## config.mk

```make
export PLATFORM = sky130hd
export DESIGN_NAME = msb_first_bit_reader
export DESIGN_NICKNAME = d
export VERILOG_FILES = /design/src/rtl/mbr_pkg.sv /design/src/rtl/msb_first_bit_reader.sv
export SDC_FILE = /design/constraint.sdc
export NUM_CORES = 1
export LEC_CHECK = 0
export ABC_AREA = 1
export BUFFER_PORTS_ARGS = -buffer_cell sky130_fd_sc_hd__clkbuf_2
export CAP_MARGIN = 20
export CELL_PAD_IN_SITES_DETAIL_PLACEMENT = 1
export CELL_PAD_IN_SITES_GLOBAL_PLACEMENT = 2
export CORE_ASPECT_RATIO = 2
export CORE_MARGIN = 5
export CORE_UTILIZATION = 30
export CTS_CLUSTER_DIAMETER = 30
export DETAILED_ROUTE_END_ITERATION = 6
export PLACE_DENSITY = 0.84
export SETUP_SLACK_MARGIN = 0.1
export SLEW_MARGIN = 20
export SYNTH_ARGS = -nofsm -noshare
export SYNTH_HDL_FRONTEND = slang
export SYNTH_SLANG_ARGS = --single-unit
export TNS_END_PERCENT = 50
```

## constraint.sdc

```tcl
create_clock -name clock -period 5.1 [get_ports clock]
set_clock_uncertainty 0.1 [all_clocks]
set_input_delay 0 -clock clock [delete_from_list [all_inputs] [get_ports clock]]
set_output_delay 0 -clock clock [all_outputs]
set_load 0.03 [all_outputs]
```

## src/rtl/mbr_pkg.sv

```systemverilog
// Types and constants of the MSB-first bit reader.
package mbr_pkg;

   // Holding word and window geometry.
   localparam int WORD_BITS    = 32;
   localparam int WINDOW_BYTES = 8;
   localparam int WIN_W        = 64;

   // Port field widths.
   localparam int BITCNT_W  = 6;
   localparam int BYTECNT_W = 4;
   localparam int VALUE_W   = 64;
   localparam int USED_W    = 4;

   // Width of a bit count in the range 0 to WORD_BITS.
   localparam int CNT_W = $clog2(WORD_BITS + 1);

   // Request kinds.
   typedef enum logic [0:0] {
      ACT_BIT_FIELD    = 1'b0,
      ACT_BYTE_ALIGNED = 1'b1
   } action_type;

endpackage

```

## src/rtl/msb_first_bit_reader.sv

```systemverilog
// MSB-first bit reader: one request per cycle while the result side does not stall.
// One barrel-shift pass sits between the request register and the result
// register, and the holding word updates as an item moves through it.
// Synchronous active-high reset empties both registers and clears the holding
// word and its bit count to zero.
module msb_first_bit_reader (
   input  logic                           clock,
   input  logic                           reset,
   input  logic                           req_valid,
   output logic                           req_stall,
   input  logic                           req_action,
   input  logic [mbr_pkg::BITCNT_W-1:0]   req_bit_count,
   input  logic [mbr_pkg::BYTECNT_W-1:0]  req_byte_count,
   input  logic [mbr_pkg::WIN_W-1:0]      req_window,
   output logic                           rsp_valid,
   input  logic                           rsp_stall,
   output logic [mbr_pkg::VALUE_W-1:0]    rsp_value,
   output logic [mbr_pkg::USED_W-1:0]     rsp_bytes_used
);
   import mbr_pkg::*;

   // Request register.
   logic                 in_valid_ff, in_valid_in;
   logic                 in_action_ff;
   logic [BITCNT_W-1:0]  in_bit_count_ff;
   logic [BYTECNT_W-1:0] in_byte_count_ff;
   logic [WIN_W-1:0]     in_window_ff;

   // Reader state.
   logic [WORD_BITS-1:0] hold_ff, hold_in;
   logic [CNT_W-1:0]     bits_left_ff, bits_left_in;

   // Result register.
   logic                 rsp_valid_ff, rsp_valid_in;
   logic [VALUE_W-1:0]   rsp_value_ff, rsp_value_in;
   logic [USED_W-1:0]    rsp_used_ff, rsp_used_in;

   logic                 req_take;
   logic                 advance;

   // Working values of the shift pass.
   logic [CNT_W-1:0]     want;
   logic [CNT_W-1:0]     have;
   logic [CNT_W-1:0]     miss;
   logic [CNT_W-1:0]     fill_bits;
   logic [2:0]           nfill;
   logic [2:0]           rest;
   logic [BYTECNT_W-1:0] nbytes;
   logic [VALUE_W-1:0]   old_bits;
   logic [VALUE_W-1:0]   new_bits;
   logic [WIN_W-1:0]     win_left;

   // Handshake: the pass moves an item on whenever the result register is free
   // or is being drained in this cycle.
   assign advance   = in_valid_ff && (!rsp_valid_ff || !rsp_stall);
   assign req_stall = in_valid_ff && !advance;
   assign req_take  = req_valid && !req_stall;

   assign in_valid_in = req_take ? 1'b1 : (advance ? 1'b0 : in_valid_ff);
   assign rsp_valid_in = advance ? 1'b1 : (rsp_stall ? rsp_valid_ff : 1'b0);

   // Read counts: bit counts clamped to the word size, byte count to the window.
   always_comb begin
      want = (in_bit_count_ff > BITCNT_W'(WORD_BITS)) ? CNT_W'(WORD_BITS)
                                                      : CNT_W'(in_bit_count_ff);
      have = (bits_left_ff > CNT_W'(WORD_BITS)) ? CNT_W'(WORD_BITS) : bits_left_ff;
      miss = want - have;
      nfill = 3'((miss + CNT_W'(7)) >> 3);
      fill_bits = CNT_W'({nfill, 3'b000});
      rest = 3'(fill_bits - miss);
      nbytes = (in_byte_count_ff > BYTECNT_W'(WINDOW_BYTES)) ? BYTECNT_W'(WINDOW_BYTES)
                                                             : in_byte_count_ff;
   end

   // Shifters: pending bits right-justified, and the leading window bits.
   always_comb begin
      old_bits = {{(VALUE_W - WORD_BITS){1'b0}}, hold_ff}
                 >> (CNT_W'(WORD_BITS) - have);
      new_bits = VALUE_W'(in_window_ff >> (7'(WIN_W) - 7'(miss)));
      win_left = in_window_ff << miss;
   end

   // Result and next state for the item in the request register.
   always_comb begin
      rsp_value_in = rsp_value_ff;
      rsp_used_in  = rsp_used_ff;
      hold_in      = hold_ff;
      bits_left_in = bits_left_ff;
      if (advance) begin
         case (action_type'(in_action_ff))
            ACT_BYTE_ALIGNED: begin
               rsp_value_in = VALUE_W'(in_window_ff >> (7'(WIN_W) - 7'({nbytes, 3'b000})));
               rsp_used_in  = USED_W'(nbytes);
               hold_in      = '0;
               bits_left_in = '0;
            end
            ACT_BIT_FIELD: begin
               if (have >= want) begin
                  // Enough pending bits: take them from the top of the word.
                  rsp_value_in = {{(VALUE_W - WORD_BITS){1'b0}}, hold_ff}
                                 >> (CNT_W'(WORD_BITS) - want);
                  rsp_used_in  = '0;
                  hold_in      = hold_ff << want;
                  bits_left_in = have - want;
               end else begin
                  // Refill whole bytes and keep the unused bits at the top.
                  rsp_value_in = (old_bits << miss) | new_bits;
                  rsp_used_in  = USED_W'(nfill);
                  hold_in      = win_left[WIN_W-1 -: WORD_BITS]
                                 & ~({WORD_BITS{1'b1}} >> rest);
                  bits_left_in = CNT_W'(rest);
               end
            end
            default: begin
               rsp_value_in = '0;
               rsp_used_in  = '0;
            end
         endcase
      end
   end

   // Control and state registers.
   always_ff @(posedge clock) begin
      if (reset) begin
         in_valid_ff  <= 1'b0;
         rsp_valid_ff <= 1'b0;
         hold_ff      <= '0;
         bits_left_ff <= '0;
      end else begin
         in_valid_ff  <= in_valid_in;
         rsp_valid_ff <= rsp_valid_in;
         hold_ff      <= hold_in;
         bits_left_ff <= bits_left_in;
      end
   end

   // Payload registers.
   always_ff @(posedge clock) begin
      if (req_take) begin
         in_action_ff     <= req_action;
         in_bit_count_ff  <= req_bit_count;
         in_byte_count_ff <= req_byte_count;
         in_window_ff     <= req_window;
      end
      rsp_value_ff <= rsp_value_in;
      rsp_used_ff  <= rsp_used_in;
   end

   assign rsp_valid      = rsp_valid_ff;
   assign rsp_value      = rsp_value_ff;
   assign rsp_bytes_used = rsp_used_ff;

endmodule

```

Word-level counts from Yosys, hierarchy flattened
Index checks and enable logic that the tools add are counted.
{ "word_totals": {"regBits": 183, "latch_bits": 0, "mem_bits_rw": 0, "mem_bits_ro": 0, "inputBits": 79, "output_inout_bits": 70, "word_cells": 59, "n_memories": 0} }
{ "op_classes": {"addsub": 8, "mul": 0, "n_div": 0, "order_cmp": 4, "n_eq_ne": 1, "shifts": 8, "n_mux": 15, "bitwise_logic": 4, "n_reduce_logical": 9} }
{ "ops": {"columns": ["operator", "count"], "rows": [
  ["64-bit one-hot mux with 2 select lines", 1],
  ["64-bit by 6-bit left shift with 64-bit output", 2],
  ["32-bit by 6-bit right shift with 64-bit output", 2],
  ["64-bit by 7-bit right shift with 64-bit output", 2],
  ["64-bit 2-to-1 mux", 1],
  ["64-bit OR", 1],
  ["32-bit one-hot mux with 2 select lines", 1],
  ["32-bit bitwise AND", 1],
  ["32-bit 2-to-1 mux", 1],
  ["32-bit NOT", 1],
  ["32-bit by 6-bit left shift with 32-bit output", 1],
  ["32-bit by 3-bit right shift with 32-bit output, first input constant", 1],
  ["6-bit 2-to-1 mux", 3],
  ["6-bit > comparator, second input constant", 2],
  ["6-bit one-hot mux with 2 select lines", 1],
  ["6-bit subtractor", 2],
  ["6-bit subtractor, first input constant", 2],
  ["4-bit one-hot mux with 2 select lines", 1],
  ["7-bit by 6-bit subtractor with 7-bit output, first input constant", 1],
  ["7-bit subtractor, first input constant", 1],
  ["6-bit by 3-bit adder with 6-bit output, second input constant", 1],
  ["6-bit greater-or-equal comparator", 1],
  ["4-bit > comparator, second input constant", 1],
  ["1-bit logical NOT", 4],
  ["other kinds (9)", 14]
]} }

Longest topological paths before layout
Gate-level depths: netlist of the first run.
{ "depth": {"ltp_word": 9, "depth_mapped": 29, "depth_no_buf": 25} }

Worst setup path before layout of the first run
OpenSTA, ideal clock, no wires.
{ "synth_path": {"kind": "register to register", "startpoint": "reg rsp_valid_ff (netlist: rsp_valid)", "endpoint": "reg hold_ff[4]", "setup_ps": 70, "arrival_ps": 4928, "required_ps": 4930, "setup_slack_ps": 2, "path_stages_with_launch": 11, "n_path_buf": 1, "synth_period_minus_slack_ps": 5098, "cell_sequence": "dfxtp_1 > nand2_1 > inv_1 > nor2_1 > inv_2 > nor2_1 > nand2_1 > nor2_2 > buf_2 > nand2_1 > a21oi_1"} }
{ "synth_between": {"elab_chain_cells": 3} }
{ "synth_lines": {"columns": ["item", "line", "text"], "rows": [
  ["from (decl)", "msb_first_bit_reader.sv:34", "logic rsp_valid_ff, rsp_valid_in;"],
  ["from (signal assigned)", "msb_first_bit_reader.sv:131", "rsp_valid_ff <= rsp_valid_in;"],
  ["1-bit logical NOT", "msb_first_bit_reader.sv:55", "assign advance = in_valid_ff && (!rsp_valid_ff || !rsp_stall);"],
  ["1-bit logical OR", "msb_first_bit_reader.sv:55", null],
  ["1-bit logical AND", "msb_first_bit_reader.sv:55", null],
  ["net advance", "msb_first_bit_reader.sv:39", "logic advance;"],
  ["to (signal assigned)", "msb_first_bit_reader.sv:132", "hold_ff <= hold_in;"],
  ["to (decl)", "msb_first_bit_reader.sv:30", "logic [WORD_BITS-1:0] hold_ff, hold_in;"]
]} }
The timed path passes the listed nets, and every way through them passes these cells.
A chain may end at the register's enable or synchronous reset.

Worst setup path after layout of the first run
{ "layout_path": {"startpoint": "reg in_bit_count_ff[1]", "endpoint": "reg rsp_value_ff[3] (netlist: rsp_value[3]) (data pin)"} }
{ "layout_between": {"elab_chain_cells": 8, "word_cells_on_any_way": 12, "classes_between": "3 x add/sub; 2 x order compare; 3 x shift; 3 x mux; 1 x bitwise"} }
{ "layout_lines": {"columns": ["item", "line", "text"], "rows": [
  ["from (decl)", "msb_first_bit_reader.sv:25", "logic [BITCNT_W-1:0] in_bit_count_ff;"],
  ["from (signal assigned)", "msb_first_bit_reader.sv:141", "in_bit_count_ff <= req_bit_count;"],
  ["6-bit > comparator", "msb_first_bit_reader.sv:64", "want = (in_bit_count_ff > BITCNT_W'(WORD_BITS)) ? CNT_W'(WORD_BITS)"],
  ["6-bit 2-to-1 mux *", "msb_first_bit_reader.sv:64", null],
  ["6-bit subtractor", "msb_first_bit_reader.sv:67", "miss = want - have;"],
  ["7-bit by 6-bit subtractor with 7-bit output", "msb_first_bit_reader.sv:79", "new_bits = VALUE_W'(in_window_ff >> (7'(WIN_W) - 7'(miss)));"],
  ["64-bit by 7-bit right shift with 64-bit output", "msb_first_bit_reader.sv:79", null],
  ["64-bit OR", "msb_first_bit_reader.sv:107", "rsp_value_in = (old_bits << miss) | new_bits;"],
  ["64-bit 2-to-1 mux *", "msb_first_bit_reader.sv:98", "if (have >= want) begin"],
  ["64-bit one-hot mux with 2 select lines *", "msb_first_bit_reader.sv:90", "case (action_type'(in_action_ff))"],
  ["to (signal assigned)", "msb_first_bit_reader.sv:145", "rsp_value_ff <= rsp_value_in;"],
  ["to (decl)", "msb_first_bit_reader.sv:35", "logic [VALUE_W-1:0] rsp_value_ff, rsp_value_in;"]
]} }
Every way passes the cells marked *; elsewhere a longest branch is shown, timed or not.

==> results of run 1 <==
worst min path at each step:
stage | depth (start not counted) | to | slack [ps]
final | 2 | in_window_ff[20]$_DFFE_PP_ | 40
after CTS | 2 | in_window_ff[43]$_DFFE_PP_ | 20
after floorplan | 0 | in_action_ff$_DFFE_PP_ | -1
after global placement | 1 | in_window_ff[55]$_DFFE_PP_ | 80
after detailed placement | 1 | in_window_ff[57]$_DFFE_PP_ | 80
after global routing | 2 | in_window_ff[20]$_DFFE_PP_ | 30
repair_timing:
action / CTS / global route
resized for setup: 1 / 7
setup endpoints to repair: 1 / 9
hold buffers: 77 / 0
pin swaps: 0 / 0
endpoints found under the hold margin: 77 / 0
stage by stage:
step / worst slack [ps] / cells / power, mW / TNS (ps)
3_3_place_gp: 4.617 / 4781 / 7.737 / 0
3_5_place_dp: -48.24 / 4782 / 7.747 / -48.24
2_1_floorplan: 93.65 / 3842 / 5.130 / 0
5_1_grt: 5.803 / 4893 / 9.891 / 0
6_report: 94.68 / 4895 / 9.568 / 0
4_1_cts: 119.4 / 4891 / 9.402 / 0
layer usage:
layer,global-route usage,vias up,share of wire
li1,-,13268,-
met1,0.3369,14180,0.32
met2,0.6700,1048,0.51
met3,0.04033,502,0.036
met4,0.3746,2,0.13
met5,0,-,0.000073
cell families (layout without fill, tap and decap cells):
group / Yosys count / after routing / synth area share
AND/OR/NAND/NOR: 2206 / 2206 / 0.4214
flip-flops: 183 / 183 / 0.2302
buffers and inverters: 502 / 623 / 0.09179
multiplexers: 43 / 43 / 0.01956
other: 0 / 3 / 0
XOR/XNOR: 12 / 12 / 0.006613
adder cells (fa/ha/maj): 18 / 18 / 0.01085
AO/OA/AOI/OAI: 878 / 878 / 0.2196
state kept, by name (all words and copies together), names as in the netlist:
| name | flops |
|---|---|
| rsp_value | 64 |
| rsp_bytes_used | 4 |
| in_window_ff | 64 |
| in_bit_count_ff | 6 |
| hold_ff | 32 |
| in_valid_ff | 1 |
| bits_left_ff | 6 |
| in_action_ff | 1 |
| in_byte_count_ff | 4 |
| rsp_valid | 1 |
cell type report:
cell class              instances  area, um2  area share
well taps                     929       1162     0.04520
diodes                          3      7.507   0.0002920
multi-input cells            3157      15120      0.5881
inverters                     207      783.3     0.03046
clock buffers                  17      425.4     0.01654
clock inverters                15      221.5    0.008613
flip-flops and latches        183       5095      0.1981
repair buffers                384       2895      0.1126
cells in the final DEF, fill, tap and decap left out, types with 4 or more instances in the layout:
master and n:
nand4_1 31, clkinv_8 5, clkbuf_2 148, nand2_2 10, buf_12 12, xor2_4 4, or2_1 8, nand2_1 1283
or2_2 29, ha_1 14, edfxtp_1 143, nor2_2 9, inv_6 4, nor3_1 9, dlygate4sd3_1 77, inv_8 4
o21a_1 11, clkbuf_16 17, o21bai_1 7, inv_1 185, inv_2 13, o22ai_1 42, buf_4 145, nor2_4 6
a211oi_1 17, o21ai_1 59, o211ai_1 93, nand3_1 600, o221ai_1 4, o21ai_0 470, a31oi_1 16, nor2_1 209
clkinv_1 6, mux2i_1 41, a21oi_1 142, dfxtp_1 40
worst max-delay path, delay by kind of cell, from the launching register on:
kind / cells / cell delay [ps]
compound gates: 2 / 470
buf+inv: 4 / 830
fa+ha+maj: 3 / 1270
mux: 1 / 420
simple gates: 11 / 1330
flops: 1 / 420
report_power, final:
group	internal [mW]	switching [mW]
sequential	1.77	0.113
combinational	1.59	4.47
clock	0.761	0.858
total	4.12	5.44
==> impl_metrics.env, run 1 <==
export IMPL_outcome="completed"
export IMPL_crit_fanout=15
export IMPL_place_hpwl_um=123500
export IMPL_rsz0062_at_grt="true"
export IMPL_setup_violations=0
export IMPL_utilization=0.3495
export IMPL_worstHoldStart="req_window[20]"
export IMPL_cts_reportedPaths_clkPinSlew_ps=100
export IMPL_end_kind="flip-flop"
export IMPL_async_flop_share=0
export IMPL_vias_per_cell=5.924
export IMPL_crit_start="in_bit_count_ff[1]$_DFFE_PP_"
export IMPL_overflow=0
export IMPL_cts_setup_buffers=0
export IMPL_cellPowerDensity_nw_per_um2=372.1
export IMPL_clock_fmax_ghz=0.1998
export IMPL_max_stage_delay_ps=640
export IMPL_synth_ff_type="edfxtp_1"
export IMPL_grt_pass1_vias=29375
export IMPL_crit_arrival_ps=5320
export IMPL_coreArea_um2=73570
export IMPL_start_util=0.3009
export IMPL_cts_tree="done"
export IMPL_timing_hold_ws_ps=37.42
export IMPL_place_congestion=1.069
export IMPL_hold_path_class="in2reg"
export IMPL_syn_nets=3939
export IMPL_final_min_clock_period_ps=5005
export IMPL_clock_sinks=183
export IMPL_die_x_um=202.1
export IMPL_p_leak_nw=11.32
export IMPL_fin_crit_sh=0.9814
export IMPL_slew_headroom=0.1863
export IMPL_worstMarginPinSlew_ps=1208
export IMPL_yosys_warnings=0
export IMPL_synth_edff_count=143
export IMPL_fillers=9820
export IMPL_drc=0
export IMPL_dieArea_um2=79650
export IMPL_num_vias=29000
export IMPL_ys_top_cells_by_area="nand2_1 (22%), edfxtp_1 (19%), nand3_1 (14%)"
export IMPL_io_pins=149
export IMPL_r2r_start="in_bit_count_ff[1]$_DFFE_PP_"
export IMPL_track_usage=0.3659
export IMPL_rr_worst_depth=21
export IMPL_final_area_um2=25710
export IMPL_layout_nets=4047
export IMPL_worstSetupEndpoint="rsp_value[3]$_DFFE_PP_"
export IMPL_required_ps=5410
export IMPL_hold_viol_final=0
export IMPL_numPortBuffers=148
export IMPL_totalWireLength_um=151200
export IMPL_slew_viol_final=0
export IMPL_clkLatencyLatePin_ps=570
export IMPL_yosysMostFrequentCell="nand2_1"
export IMPL_drive_gt1_frac=0.1088
export IMPL_die_height_um=394.2
export IMPL_drt_iter0_markers=2288
export IMPL_grt_max_degree=107
export IMPL_area_growth_pct=16.16
export IMPL_yosysSeqAreaShare=0.2302
export IMPL_cp_cell_sequence="nor2_1, nand2_1, nor2_1, nand2_1, nand2_1, nand2_2, ha_1, fa_2, nand2_1, ha_2, inv_2, buf_4, buf_4, mux2i_1, nand2_1, nand3_1, o21ai_0, buf_4, o221ai_1, nand2_1, nand2_1"
export IMPL_drt_pre_antenna_iters=5
export IMPL_start_kind="flip-flop"
export IMPL_ant_nets=0
export IMPL_synth_top_area_share=0.2181
export IMPL_syn_area_um2=22140
export IMPL_antenna_found_initial=4
export IMPL_rrSetupSlack_ps=90
export IMPL_cts_buffers=17
export IMPL_worstSetupPathType="reg2reg"
export IMPL_max_cap_viol_count=0
export IMPL_synth_distinct_cells=55
export IMPL_synth_seq_cells=183
export IMPL_synth_top_cell_by_area="nand2_1"
export IMPL_irDropWorstVdd_mv=0.3425
export IMPL_placed_cell_area_um2=24250
export IMPL_cpMaxStageDelayCell="fa_2"
export IMPL_clockBufferDepth=2
export IMPL_synthTopCellsByCount="nand2_1 (1286), nand3_1 (600), o21ai_0 (478)"
export IMPL_rows=141
export IMPL_avgSynthCellArea_um2=5.762
export IMPL_cpMostUsedCell="nand2_1"
export IMPL_grt_pass1_wl_um=209900
export IMPL_worstReg2RegEnd="rsp_value[3]$_DFFE_PP_"
export IMPL_syn_inst=3842
export IMPL_cts_max_level=4
export IMPL_wl_per_cell_um=30.88
export IMPL_cts_root_buf="clkbuf_16"
Note: power is estimated with default switching activity, not from simulation.
==> inputs of run 2 (changes only) <==
--- a/config.mk
+++ b/config.mk
@@ -10,7 +10,7 @@
 export CAP_MARGIN = 20
 export CELL_PAD_IN_SITES_DETAIL_PLACEMENT = 1
 export CELL_PAD_IN_SITES_GLOBAL_PLACEMENT = 2
-export CORE_ASPECT_RATIO = 2
+export CORE_ASPECT_RATIO = 1.2
 export CORE_MARGIN = 5
 export CORE_UTILIZATION = 30
 export CTS_CLUSTER_DIAMETER = 30
==> run 2 against run 1 <==
Effect of this change:
- register-to-register slack better by 190 ps
- largest power group unchanged
- via count down 3.2%
- combinational power down 7.4%
- critical endpoint is now hold_ff[31]$_SDFFE_PP0P_
- flip-flop and latch count unchanged
- clock power down 7%
- worst setup slack better by 190 ps
- die area down 0.38%
- final cell count down 0.59%
- sequential power about the same
- largest cell class unchanged
==> impl_metrics.env, run 2 (synthesized netlist as in run 1, its figures left out) <==
export IMPL_outcome="completed"
export IMPL_wl_per_cell_um=26.92
export IMPL_tns_ps=0
export IMPL_crit_arrival_ps=5060
export IMPL_die_x_um=258.0
export IMPL_setup_violations=0
export IMPL_grt_pass1_vias=27244
export IMPL_placed_cell_area_um2=23850
export IMPL_cpMaxStageDelayCell="buf_4"
export IMPL_final_area_um2=25290
export IMPL_place_hpwl_um=102800
export IMPL_dieArea_um2=79340
export IMPL_max_stage_delay_ps=750
export IMPL_drt_iter0_markers=2695
export IMPL_grt_pass1_wl_um=188000
export IMPL_cts_max_level=4
export IMPL_worstMarginPinSlew_ps=1244
export IMPL_cp_cell_sequence="nor2_1, nand2_1, nor2_1, nand2_1, nand2_1, nand2_2, ha_1, fa_2, buf_4, o211ai_1, o21ai_0, o211ai_1, nand3_1, nand2_1, o22ai_1, o21ai_0, nand3_1, a21oi_1"
export IMPL_coreArea_um2=73370
export IMPL_ant_nets=0
export IMPL_drt_pre_antenna_iters=5
export IMPL_io_pins=149
export IMPL_crit_start="in_bit_count_ff[1]$_DFFE_PP_"
export IMPL_cellPowerDensity_nw_per_um2=355.7
export IMPL_irDropWorstVdd_mv=0.2993
export IMPL_worstHoldStart="req_action"
export IMPL_path_delay_family="compound AO/OA/AOI/OAI gates"
export IMPL_slew_viol_final=0
export IMPL_place_congestion=1.045
export IMPL_hold_path_class="in2reg"
export IMPL_totalWireLength_um=131000
export IMPL_clock_fmax_ghz=0.2079
export IMPL_multi_input_comb_area_um2=15120
export IMPL_rrSetupSlack_ps=290
export IMPL_final_cell_mix="nand2_1 (1283), nand3_1 (600), o21ai_0 (473), nor2_1 (210), inv_1 (184)"
export IMPL_start_util=0.3017
export IMPL_layout_nets=4006
export IMPL_antenna_found_initial=6
export IMPL_cts_reportedPaths_clkPinSlew_ps=90
export IMPL_clkLatencyLatePin_ps=540
export IMPL_timing_hold_ws_ps=82.04
export IMPL_max_cap_viol_count=0
export IMPL_seq_area_um2=5095
export IMPL_holdPathEnd="in_action_ff$_DFFE_PP_"
export IMPL_crit_fanout=82
export IMPL_start_kind="flip-flop"
export IMPL_worstSetupPathType="reg2reg"
export IMPL_die_height_um=307.6
export IMPL_r2r_start="in_bit_count_ff[1]$_DFFE_PP_"
export IMPL_clockBufferDepth=2
export IMPL_final_min_clock_period_ps=4811
export IMPL_end_kind="flip-flop"
export IMPL_cts_tree="done"
export IMPL_cts_buffers=17
export IMPL_rsz0062_at_grt="false"
export IMPL_fillers=9827
export IMPL_cts_root_buf="clkbuf_16"
export IMPL_overflow=0
export IMPL_totalPowerFinal_mw=8.996
export IMPL_slew_headroom=0.1618
export IMPL_required_ps=5350
export IMPL_worstReg2RegEnd="hold_ff[31]$_SDFFE_PP0P_"
export IMPL_num_vias=28076
export IMPL_clock_sinks=183
export IMPL_rows=109
export IMPL_rr_worst_depth=18
export IMPL_hold_depth=2
export IMPL_drive_gt1_frac=0.09893
export IMPL_fin_crit_sh=0.9433
export IMPL_area_growth_pct=14.27
export IMPL_grt_max_degree=125
export IMPL_cpMostUsedCell="nand2_1"
export IMPL_numPortBuffers=148
export IMPL_hold_viol_final=0
export IMPL_layout_commonest_cell="nand2_1"
export IMPL_path_buf_inv=1
export IMPL_vias_per_cell=5.770
export IMPL_track_usage=0.3170
export IMPL_drc=0
export IMPL_p_leak_nw=11.07
-- run 2: cell types whose count changed in the layout (fill, tap and decap cells not counted), sizes merged --
cell | before | now
dlygate4sd3 | 77 | 79
clkbuf | 165 | 166
inv | 208 | 206
bufinv | 2 | 1
diode | 3 | 1
buf | 159 | 116
clkinvlp | 0 | 2
-- run 2: layer usage --
| metal | global-route usage | vias up | part of all wire |
|---|---|---|---|
| li1 | - | 13205 | - |
| met1 | 0.3852 | 13624 | 0.40 |
| met2 | 0.5343 | 992 | 0.47 |
| met3 | 0.03665 | 253 | 0.049 |
| met4 | 0.2015 | 2 | 0.076 |
| met5 | 0 | - | 0.00014 |
-- run 2: cell type report --
type / count / share of cell area
Inverter: 207 / 0.03116
Clock inverter: 14 / 0.006084
Multi-Input combinational cell: 3157 / 0.5977
Sequential cell: 183 / 0.2014
Tap cell: 943 / 0.04665
Timing Repair Buffer: 343 / 0.09987
Antenna cell: 1 / 0.00009893
Clock buffer: 18 / 0.01697
-- run 2: how the worst max path moves through the flow --
| stage | to | slack (ps) | depth (start not counted) |
|---|---|---|---|
| 3_5_place_dp | hold_ff[30]$_SDFFE_PP0P_ | 280 | 21 |
| 6_report | hold_ff[31]$_SDFFE_PP0P_ | 290 | 18 |
| 4_1_cts | rsp_value[5]$_DFFE_PP_ | 260 | 20 |
| 2_1_floorplan | rsp_value[2]$_DFFE_PP_ | 90 | 26 |
| 5_1_grt | rsp_value[21]$_DFFE_PP_ | 120 | 21 |
| 3_3_place_gp | rsp_value[10]$_DFFE_PP_ | 370 | 20 |
-- run 2: repair_timing --
| item | in CTS | in global routing |
|---|---|---|
| hold buffers | 79 | 0 |
| gates resized for setup | 0 | 11 |
| setup endpoints to repair | 0 | 33 |
| setup buffers | 0 | 7 |
| endpoints found under the hold margin | 77 | 0 |
-- run 2: power breakdown --
group,internal [mW],switching [mW],total (mW)
Combinational,1.50,4.13,5.62
Clock,0.695,0.812,1.51
Sequential,1.77,0.0949,1.86
Total,3.96,5.04,9.00
-- run 2: per-stage QoR --
step / cells / util / setup WS (ps)
after floorplan: 3842 / - / 93.65
after global placement: 4747 / 0.3250 / 374.2
final: 4866 / 0.3447 / 289.0
after CTS: 4858 / 0.3437 / 259.9
after detailed placement: 4747 / 0.3250 / 282.6
after global routing: 4866 / 0.3447 / 118.4
